File: src/rtl/core/zcsq_pkg.sv
`default_nettype none
// ----------------------------------------------------------------------------
// zcsq_pkg: shared types and constants of the zero-cross sync qualifier
// Request payloads, register map, reset values and divider sizing.
// ----------------------------------------------------------------------------
package zcsq_pkg;

	localparam int unsigned CFG_W   = 16;
	localparam int unsigned CFG_IDX_W = 2;
	localparam int unsigned QUO_W   = 23;
	localparam int unsigned DIV_W   = 16;
	localparam int unsigned STEP_W  = 5;

	// register indexes
	localparam logic [CFG_IDX_W-1:0] REG_BLANKING = 2'd0;
	localparam logic [CFG_IDX_W-1:0] REG_HALF_MIN = 2'd1;
	localparam logic [CFG_IDX_W-1:0] REG_HALF_MAX = 2'd2;
	localparam logic [CFG_IDX_W-1:0] REG_TIMEOUT  = 2'd3;

	localparam logic [CFG_W-1:0] BLANKING_RST = 16'd5000;
	localparam logic [CFG_W-1:0] HALF_MIN_RST = 16'd7000;
	localparam logic [CFG_W-1:0] HALF_MAX_RST = 16'd12500;
	localparam logic [CFG_W-1:0] TIMEOUT_RST  = 16'd30;

	// frequency x10 = FREQ_NUM / half period
	localparam logic [QUO_W-1:0] FREQ_NUM = 23'd5000000;
	localparam logic [STEP_W-1:0] LAST_STEP = STEP_W'(QUO_W - 1);

	// request commands
	localparam logic CMD_EDGE   = 1'b0;
	localparam logic CMD_UPDATE = 1'b1;

	typedef struct packed {
		logic        command;
		logic [15:0] capture_us;
		logic [31:0] time_ms;
	} in_item_t;

	typedef struct packed {
		logic        zero_cross;
		logic        present;
		logic [15:0] half_period_us;
		logic [31:0] pulse_count;
		logic [31:0] glitch_count;
		logic [22:0] frequency_x10;
	} out_item_t;

	typedef struct packed {
		logic             start;
		logic [DIV_W-1:0] divisor;
	} div_req_t;

	typedef struct packed {
		logic             valid;
		logic [QUO_W-1:0] quotient;
	} div_rsp_t;

endpackage : zcsq_pkg
`default_nettype wire

File: src/rtl/core/zcsq_div.sv
`default_nettype none
// ----------------------------------------------------------------------------
// zcsq_div: iterative constant-by-divisor divider
// Restoring division of FREQ_NUM by a 16-bit divisor, one quotient bit per
// cycle through a single shared subtract and compare.
// ----------------------------------------------------------------------------
module zcsq_div (
	input  wire                     clk,
	input  wire                     arst_n,
	input  wire zcsq_pkg::div_req_t req,
	output zcsq_pkg::div_rsp_t      rsp
);
	import zcsq_pkg::*;

	logic              busy_q;
	logic              done_q;
	logic [STEP_W-1:0] step_q;
	logic [DIV_W-1:0]  rem_q;
	logic [DIV_W-1:0]  dvsr_q;
	logic [QUO_W-1:0]  quo_q;

	logic [DIV_W:0] trial;
	logic [DIV_W:0] diff;
	logic           ge;

	// bring down the next dividend bit, MSB first
	assign trial = {rem_q, FREQ_NUM[step_q]};
	assign diff  = trial - {1'b0, dvsr_q};
	assign ge    = (trial >= {1'b0, dvsr_q});

	always_ff @(posedge clk or negedge arst_n) begin
		if (!arst_n) begin
			busy_q <= 1'b0;
			done_q <= 1'b0;
			step_q <= '0;
		end else if (req.start) begin
			busy_q <= 1'b1;
			done_q <= 1'b0;
			step_q <= LAST_STEP;
		end else if (busy_q) begin
			if (step_q == '0) begin
				busy_q <= 1'b0;
				done_q <= 1'b1;
			end else begin
				step_q <= step_q - 1'b1;
			end
		end
	end

	always_ff @(posedge clk) begin
		if (req.start) begin
			rem_q  <= '0;
			dvsr_q <= req.divisor;
			quo_q  <= '0;
		end else if (busy_q) begin
			rem_q <= ge ? diff[DIV_W-1:0] : trial[DIV_W-1:0];
			quo_q <= {quo_q[QUO_W-2:0], ge};
		end
	end

	assign rsp.valid    = done_q;
	assign rsp.quotient = quo_q;

endmodule : zcsq_div
`default_nettype wire

File: src/rtl/core/zero_cross_sync_qualifier_unit.sv
`default_nettype none
// ----------------------------------------------------------------------------
// zero_cross_sync_qualifier_unit: mains zero-cross edge qualifier
// Flow: a request is accepted in idle, the bit-serial divider works out the
// frequency, then the result loads into the output register once it is free.
// One request in flight at a time: a new request is taken only after the
// previous result has been loaded.
// Reset: config registers return to their defaults, counters and control clear.
// ----------------------------------------------------------------------------
module zero_cross_sync_qualifier_unit (
	input  wire                                 clk,
	input  wire                                 arst_n,
	input  wire                                 in_valid,
	output logic                                in_ready,
	input  wire zcsq_pkg::in_item_t             in_data,
	output logic                                out_valid,
	input  wire                                 out_ready,
	output zcsq_pkg::out_item_t                 out_data,
	input  wire                                 cfg_we,
	input  wire [zcsq_pkg::CFG_IDX_W-1:0]       cfg_index,
	input  wire [zcsq_pkg::CFG_W-1:0]           cfg_wdata
);
	import zcsq_pkg::*;

	localparam logic S_IDLE = 1'b0;
	localparam logic S_DIV  = 1'b1;

	logic state_q;

	logic [CFG_W-1:0] blanking_q;
	logic [CFG_W-1:0] half_min_q;
	logic [CFG_W-1:0] half_max_q;
	logic [CFG_W-1:0] timeout_q;

	logic [15:0] prev_cap_q;
	logic [15:0] half_q;
	logic [31:0] pulses_q;
	logic [31:0] glitches_q;
	logic        present_q;
	logic [31:0] last_ms_q;
	logic        pulse_q;

	logic        accept;
	logic        load;
	logic [15:0] interval;
	logic        blanked;
	logic        in_window;
	logic [15:0] half_next;
	logic        pulse;
	logic [31:0] elapsed;

	div_req_t div_req;
	div_rsp_t div_rsp;

	assign in_ready = (state_q == S_IDLE);
	assign accept   = in_valid && in_ready;
	assign load     = (state_q == S_DIV) && div_rsp.valid && (!out_valid || out_ready);

	assign interval  = in_data.capture_us - prev_cap_q;
	assign blanked   = (interval < blanking_q);
	assign in_window = (interval >= half_min_q) && (interval <= half_max_q);
	assign elapsed   = in_data.time_ms - last_ms_q;

	always_comb begin
		half_next = half_q;
		pulse     = 1'b0;
		if (in_data.command == CMD_EDGE && !blanked) begin
			if (in_window) begin
				half_next = interval;
			end
			pulse = (half_next != '0);
		end
	end

	assign div_req.start   = accept;
	assign div_req.divisor = half_next;

	zcsq_div u_div (
		.clk    (clk),
		.arst_n (arst_n),
		.req    (div_req),
		.rsp    (div_rsp)
	);

	always_ff @(posedge clk or negedge arst_n) begin
		if (!arst_n) begin
			blanking_q <= BLANKING_RST;
			half_min_q <= HALF_MIN_RST;
			half_max_q <= HALF_MAX_RST;
			timeout_q  <= TIMEOUT_RST;
		end else if (cfg_we) begin
			case (cfg_index)
				REG_BLANKING: blanking_q <= cfg_wdata;
				REG_HALF_MIN: half_min_q <= cfg_wdata;
				REG_HALF_MAX: half_max_q <= cfg_wdata;
				REG_TIMEOUT:  timeout_q  <= cfg_wdata;
				default: ;
			endcase
		end
	end

	always_ff @(posedge clk or negedge arst_n) begin
		if (!arst_n) begin
			state_q    <= S_IDLE;
			prev_cap_q <= '0;
			half_q     <= '0;
			pulses_q   <= '0;
			glitches_q <= '0;
			present_q  <= 1'b0;
			last_ms_q  <= '0;
			pulse_q    <= 1'b0;
		end else begin
			case (state_q)
				S_IDLE: begin
					if (accept) begin
						state_q <= S_DIV;
						pulse_q <= pulse;
						if (in_data.command == CMD_EDGE) begin
							prev_cap_q <= in_data.capture_us;
							half_q     <= half_next;
							if (blanked || !in_window) begin
								glitches_q <= glitches_q + 32'd1;
							end
							if (pulse) begin
								last_ms_q <= in_data.time_ms;
								pulses_q  <= pulses_q + 32'd1;
								present_q <= 1'b1;
							end
						end else if (elapsed > {16'd0, timeout_q}) begin
							// no pulse within the timeout: drop sync
							present_q <= 1'b0;
						end
					end
				end
				S_DIV: begin
					if (load) begin
						state_q <= S_IDLE;
					end
				end
				default: state_q <= S_IDLE;
			endcase
		end
	end

	// output register: hold the result until taken
	always_ff @(posedge clk or negedge arst_n) begin
		if (!arst_n) begin
			out_valid <= 1'b0;
		end else if (load) begin
			out_valid <= 1'b1;
		end else if (out_ready) begin
			out_valid <= 1'b0;
		end
	end

	always_ff @(posedge clk) begin
		if (load) begin
			out_data.zero_cross     <= pulse_q;
			out_data.present        <= present_q;
			out_data.half_period_us <= half_q;
			out_data.pulse_count    <= pulses_q;
			out_data.glitch_count   <= glitches_q;
			out_data.frequency_x10  <= (half_q == '0) ? '0 : div_rsp.quotient;
		end
	end

endmodule : zero_cross_sync_qualifier_unit
`default_nettype wire
File: config.mk
export PLATFORM = sky130hd
export DESIGN_NAME = zero_cross_sync_qualifier_unit
export DESIGN_NICKNAME = d
export VERILOG_FILES = /design/src/rtl/core/zcsq_pkg.sv /design/src/rtl/core/zcsq_div.sv /design/src/rtl/core/zero_cross_sync_qualifier_unit.sv
export SDC_FILE = /design/constraint.sdc
export NUM_CORES = 1
export LEC_CHECK = 0
export BUFFER_PORTS_ARGS = -buffer_cell sky130_fd_sc_hd__buf_2
export CAP_MARGIN = 20
export CORE_ASPECT_RATIO = 0.75
export CORE_MARGIN = 4
export CORE_UTILIZATION = 54
export DETAILED_ROUTE_END_ITERATION = 8
export GPL_TIMING_DRIVEN = 0
export PLACE_DENSITY = 0.77
export SETUP_SLACK_MARGIN = 0.2
export SLEW_MARGIN = 20
export SYNTH_ARGS = -nofsm -noshare
export SYNTH_HDL_FRONTEND = slang
export SYNTH_SLANG_ARGS = --single-unit
File: constraint.sdc
create_clock -name clk -period 6.2 [get_ports clk]
set_input_delay 0.31 -clock clk [delete_from_list [all_inputs] [get_ports clk]]
set_output_delay 0.31 -clock clk [all_outputs]
set_load 0.03 [all_outputs]
* Word-level counts from Yosys, hierarchy flattened *
Memory sizes are Yosys's and may differ from the RTL's.
Cells that the tools add are included.

word-level totals
  register bits = 363
  memory bits (read-only) = 32
  input bits = 72
  output and inout bits = 107
  logic and storage cells = 97
  memories kept = 1

cells by class
  add/subtract/negate cells = 6
  $lt $le $gt $ge = 6
  eq/ne operators = 5
  mux-type cells = 23
  bitwise logic cells = 2
  reductions and logical operators = 29

memory list
  name             depth  bits a word  rd ports  clocked after memory_dff  write ports  RTL line        source
  (no name shown)  32     1            1         0                         0            zcsq_div.sv:27  assign trial = {rem_q, FREQ_NUM[step_q]};

operators by type and width
  cell                   number
  $add 32x1->32 const B  2
  $mux 16                4
  $gt 32x16->1           1
  $sub 16x16->16         2
  $sub 32x32->32         1
  $ge 17x16->1           1
  $ge 16x16->1           1
  $le 16x16->1           1
  $logic_not 16->1       1
  $lt 16x16->1           1
  $reduce_bool 16->1     1
  $mux 1                 15
  $mux 5                 3
  $reduce_and 2->1       7
  $reduce_and 4->1       3
  $reduce_bool 2->1      4
  $lt 5x6->1 const B     1
  $logic_and 1x1->1      5
  $logic_not 5->1        1
  $sub 5x1->5 const B    1
  $eq 2x2->1 const B     2
  $logic_not 1->1        3
  $reduce_and 3->1       1
  $eq 2x1->1 const B     1
  other kinds (6)        8

* Depth between registers and ports, before layout *
  depth in word-level cells = 9
  depth in mapped cells = 21
  depth with buffers taken out = 21

* By module *
Synthesis repeated with hierarchy kept, for this count alone.

unflattened totals
  cell total of the unflattened synthesis = 1732
  area total of the unflattened synthesis = 19133.4 µm²

modules (own cells, without submodules)
  module                          times used  cells an instance  area each (µm²)  seq. area each (µm²)
  zero_cross_sync_qualifier_unit  1           1414               15925.3          8085.3
  zcsq_div                        1           318                3208.1           1436.4

* Least setup slack after synthesis *
OpenSTA, ideal clock, no wires.

  path type = register to register
  start point = reg out_valid
  end point = reg out_data[0] (netlist bit) (enable)
  setup time = 605 ps
  arrival time = 5567 ps
  data required time = 5595 ps
  setup slack = 28 ps
  stages on the path, launching flop included = 2
  buffers on the path = 0
  clock period less this slack = 6172 ps
  cell sequence = dfrtp_1 > a21oi_1

between the ends
  cells in the longest elaborated chain, start to end = 3

ends and longest elaborated chain
  what                    RTL line                               source
  start, declared         zero_cross_sync_qualifier_unit.sv:16   output logic out_valid,
  start signal, assigned  zero_cross_sync_qualifier_unit.sv:148  out_valid <= 1'b0;
  start signal, assigned  zero_cross_sync_qualifier_unit.sv:150  out_valid <= 1'b1;
  start signal, assigned  zero_cross_sync_qualifier_unit.sv:152  out_valid <= 1'b0;
  $logic_not 1->1         zero_cross_sync_qualifier_unit.sv:57   assign load = (state_q == S_DIV) && div_rsp.valid && (!out_valid || out_ready);
  $logic_or 1x1->1        zero_cross_sync_qualifier_unit.sv:57
  $logic_and 1x1->1       zero_cross_sync_qualifier_unit.sv:57
  named net load          zero_cross_sync_qualifier_unit.sv:44   logic load;
  end, declared           zero_cross_sync_qualifier_unit.sv:18   output zcsq_pkg::out_item_t out_data,

The timed path passes the listed nets, and every way through them passes these cells.
A chain may end at the register's enable or synchronous reset.

* Worst setup path after layout *
  start point = reg prev_cap_q[0]
  end point = reg last_ms_q[18]

between the ends
  cells in the longest elaborated chain, start to end = 8
  elaborated cells between the ends (all ways) = 12
  those cells by class = 1 x add/sub; 3 x order compare; 3 x mux; 5 x reduce/logical

ends and longest elaborated chain
  what                                                 RTL line                               source
  start, declared                                      zero_cross_sync_qualifier_unit.sv:35   logic [15:0] prev_cap_q;
  start signal, assigned                               zero_cross_sync_qualifier_unit.sv:119  prev_cap_q <= in_data.capture_us;
  $sub 16x16->16 *                                     zero_cross_sync_qualifier_unit.sv:59   assign interval = in_data.capture_us - prev_cap_q;
  $ge 16x16->1 / $le 16x16->1 (equally long branches)  zero_cross_sync_qualifier_unit.sv:61   assign in_window = (interval >= half_min_q) && (interval <= half_max_q);
  $logic_and 1x1->1                                    zero_cross_sync_qualifier_unit.sv:61
  $mux 16                                              zero_cross_sync_qualifier_unit.sv:68   if (in_window) begin
  $mux 16                                              zero_cross_sync_qualifier_unit.sv:67   if (in_data.command == CMD_EDGE && !blanked) begin
  $reduce_bool 16->1                                   zero_cross_sync_qualifier_unit.sv:71   pulse = (half_next != '0);
  $mux 1 *                                             zero_cross_sync_qualifier_unit.sv:67
  $reduce_and 4->1 (no source line) *                  --
  end signal, assigned                                 zero_cross_sync_qualifier_unit.sv:125  last_ms_q <= in_data.time_ms;
  end, declared                                        zero_cross_sync_qualifier_unit.sv:40   logic [31:0] last_ms_q;

Every way passes the cells marked *; elsewhere a longest branch is shown, timed or not. The select of a mux whose other input is x is not followed.

==> results by group <==
Critical path
  – Slowest CP cell: nor3_1
  – Critical path type: flip-flop to flip-flop
  – CP Max Fanout: 10
  – Critical path launch point type: flip-flop
  – Worst stage delay on the critical path: 0.84 ns
  – Required time worst endpoint: 6.60 ns
  – Crit-path most repeated cell: ha_1
  – Crit-path cells: ha_1 -> fa_1 -> nor2b_1 -> o2111ai_1 -> nand3_1 -> a311oi_1 -> nor3_1 -> ha_1 -> nand2_1 -> nor2_1 -> a211oi_1 -> o21ai_0 -> a211o_1 -> o2bb2ai_1 -> or4_1 -> o21ai_2 -> buf_4 -> buf_6 -> mux2_1
  – WP data arrival: 6.05 ns
  – CP Capture Type: flip-flop

Logic synthesis
  – Avg Cell Area, Syn: 10.9 um2
  – FFs w/ async S/R, synth: 55.9%
  – Dominant cell type by area after synthesis: dfrtp_1
  – Main flop type after synthesis: dfrtp_1
  – Post-Syn Area: between 15000 and 20000 um2
  – Top cell type's share of synthesized area: 24.5%
  – Post-synth EDFFs: between 100 and 150
  – Synth cell count leaders: dfrtp_1, inv_1, nand2_1
  – Post-Syn Instances: 1692
  – Synth area leaders: dfrtp_1, edfxtp_1, ha_1, mux2_2, dfxtp_1
  – Mapped Nets: 1897
  – Top-count cell post-synth: dfrtp_1
  – Post-synthesis sequential area ratio: 51.5%
  – Distinct cells, synth: 71
  – Yosys reg bits: around 360
  – Yosys Warn Count: 0

Detailed routing
  – DR pass1 iterations: 5
  – Routed WL per cell: 17.9 um
  – DR vias/cell: 5.61
  – Total number of vias: between 10000 and 15000
  – DRC viols: 0
  – DR iter-0 viols: 967
  – Final wirelength: 42900 um
  – Detail Route Antenna Nets: 0

Timing
  – Period utilization: 91.1%
  – Worst hold margin: 0.0241 ns
  – Max Slew Vio Count: 0
  – Peak Freq: 177 MHz
  – Final min period: 5.65 ns
  – Relative slew slack: 26.9%
  – Final setup fails: 0
  – Worst-margin pin slew: 1.09 ns
  – RSZ-0062 raised after global routing: false
  – Fin Clk Skew: 0.0196 ns
  – Count of final hold-check violations: 0
  – Post-route setup TNS: 0 ns

Layout
  – Share of cells above drive strength 1: 18.6%
  – Nets: about 2100
  – Area growth syn-to-layout: 15.8%
  – Antenna diode count: 0

Clock network
  – Cts bufs inserted: 36
  – Sink Count: around 360
  – TritonCTS clock tree: done
  – Max clock buf depth: 3
  – Worst-Skew Late Latency: 0.54 ns
  – Post-CTS Resized: 0
  – Clk slew on worst S/H paths: around 0.060 ns
  – H-Tree Depth: 2
  – Root Driver: clkbuf_16

Place
  – HPWL after DPL: 32500 um
  – RePlAce Congestion: a little over 0.9
  – Port buffer count: 178

Global routing
  – GRT met3 Usage: 4.22%
  – Met1 Use GR: 32.5%
  – Antenna violations before repair: 1
  – First-pass GRT wire length: 69900 um
  – Gr busiest metal: met2
  – Pin count of the biggest net entering global routing: about 80
  – Vias in the first global route: 13447
  – GRT Total Usage: 22.8%
  – Met2 usage: 36.1%
  – Global route overflow: 0

Floorplan
  – IO Pins: around 180
  – Starting Density: around 55%
  – Die height: 168 um
  – Chip Width: between 200 and 250 um
  – Row count: 58
  – Core ar.: 33700 um2
  – Die Area: 37300 um2

Power and ir drop
  – PD cells: 504 nW/um2
  – Peak supply drop: between 0.3 and 0.4 mV
  – Leak pwr: 9.92 nW

Outcome
  – Status: complete, no violations

Worst hold path
  – Worst hold-check path type: input port to flip-flop

Run
  – Number of max-cap violations: 0
## critical path, delay by kind of cell (launching register included)
kind | cells | cell delay (ns)
DFF | 1 | 0.38
buffers and inverters | 2 | 0.44
AOI/OAI and AO/OA | 7 | 1.39
adders and majority gates | 3 | 1.03
and+or+nand+nor | 6 | 1.95
muxes | 1 | 0.34
## registers in the layout, summed over array words and instances (netlist names)
| signal | cells |
|---|---|
| half_min_q | 16 |
| last_ms_q | 32 |
| u_div.step_q | 5 |
| u_div.quo_q | 23 |
| blanking_q | 16 |
| out_valid | 1 |
| state_q | 1 |
| u_div.done_q | 1 |
| half_max_q | 16 |
| present_q | 1 |
| out_data | 105 |
| glitches_q | 32 |
| timeout_q | 16 |
| prev_cap_q | 16 |
| u_div.rem_q | 16 |
| pulse_q | 1 |
| pulses_q | 32 |
| u_div.dvsr_q | 16 |
| half_q | 16 |
| u_div.busy_q | 1 |
## metal layers
metal,vias to the layer above,part of all wire (%)
li1,6473,-
met1,6508,46
met2,416,45
met3,84,6.3
met4,2,2.5
met5,-,0.016
## kinds of logic (layout without fill, tap and decap cells)
kind of cell / count (synthesis) / count (layout) / synth area share (%)
buffers and inverters: 206 / 467 / 4.34
XOR/XNOR: 107 / 107 / 5.07
multiplexers: 133 / 133 / 7.89
adder cells (fa/ha/maj): 133 / 133 / 9.12
AND/OR/NAND/NOR: 461 / 461 / 12.1
flip-flops: 363 / 363 / 51.5
AO/OA/AOI/OAI: 289 / 289 / 10.0
## cells in the final DEF (no fill, tap or decap), types with 15 or more instances in the layout
master,n
dfrtp_1,181
buf_2,180
inv_1,162
nand2_1,142
ha_1,130
edfxtp_1,121
nor2_1,93
mux2_2,86
a21oi_1,80
o21ai_0,76
xor2_1,64
clkbuf_1,44
xnor2_1,43
dfxtp_1,39
nor3_1,38
nand3_1,36
clkbuf_16,36
mux2i_1,30
nor4_1,28
a21o_1,27
and2_1,26
nand4_1,26
dfstp_2,22
mux2_1,17
nand2b_1,15
## layout make-up
type                    count  area, um2
clock inverters            12        139
clock buffers              54       1020
multi-input cells        1123       8190
inverters                 162        608
flip-flops and latches    363       9520
plain buffers              44        196
repair buffers            195       1190
fillers                  2653      12200
well taps                 450        563
## repair_timing
action	in CTS	in global routing
hold buffers	10	0
buffers inserted	0	0
endpoints found under the hold margin	52	0
## per-stage QoR
stage / instance area (um2) / setup slack (ns) / instances / power [mW] / utilization, %
after floorplan: 18500 / 1.77 / 1692 / 7.21 / -
after global placement: 20000 / 0.655 / 2320 / 8.32 / 59.3
after detailed placement: 20200 / 0.528 / 2327 / 8.61 / 59.9
after CTS: 21400 / 0.576 / 2403 / 10.8 / 63.6
after global routing: 21400 / 0.275 / 2403 / 11.6 / 63.6
final: 21400 / 0.551 / 2403 / 10.8 / 63.6
## power breakdown
part	switching (mW)	leakage (nW)	internal, mW
combinational	3.06	5.39	2.05
sequential	0.331	3.95	3.21
clock	0.915	0.569	1.23
total	4.30	9.92	6.49
## worst paths after layout
kind / startpoint / endpoint / slack [ns] / cells past startpoint
setup / recovery: prev_cap_q[0]$_DFFE_PN0P_ / last_ms_q[18]$_DFFE_PN0P_ / 0.55 / 19
hold / removal: in_data[19] / last_ms_q[19]$_DFFE_PN0P_ / 0.02 / 2
setup reg to reg: prev_cap_q[0]$_DFFE_PN0P_ / last_ms_q[18]$_DFFE_PN0P_ / 0.55 / 19
hold reg to reg: pulse_q$_DFFE_PN0P_ / out_data[104]$_DFFE_PP_ / 0.46 / 0
max in group asynchronous: arst_n / timeout_q[4]$_DFFE_PN1P_ / 5.13 / 3
min in group asynchronous: arst_n / out_valid$_DFFE_PN0P_ / 0.27 / 2
Note: power is estimated with default switching activity, not from simulation.
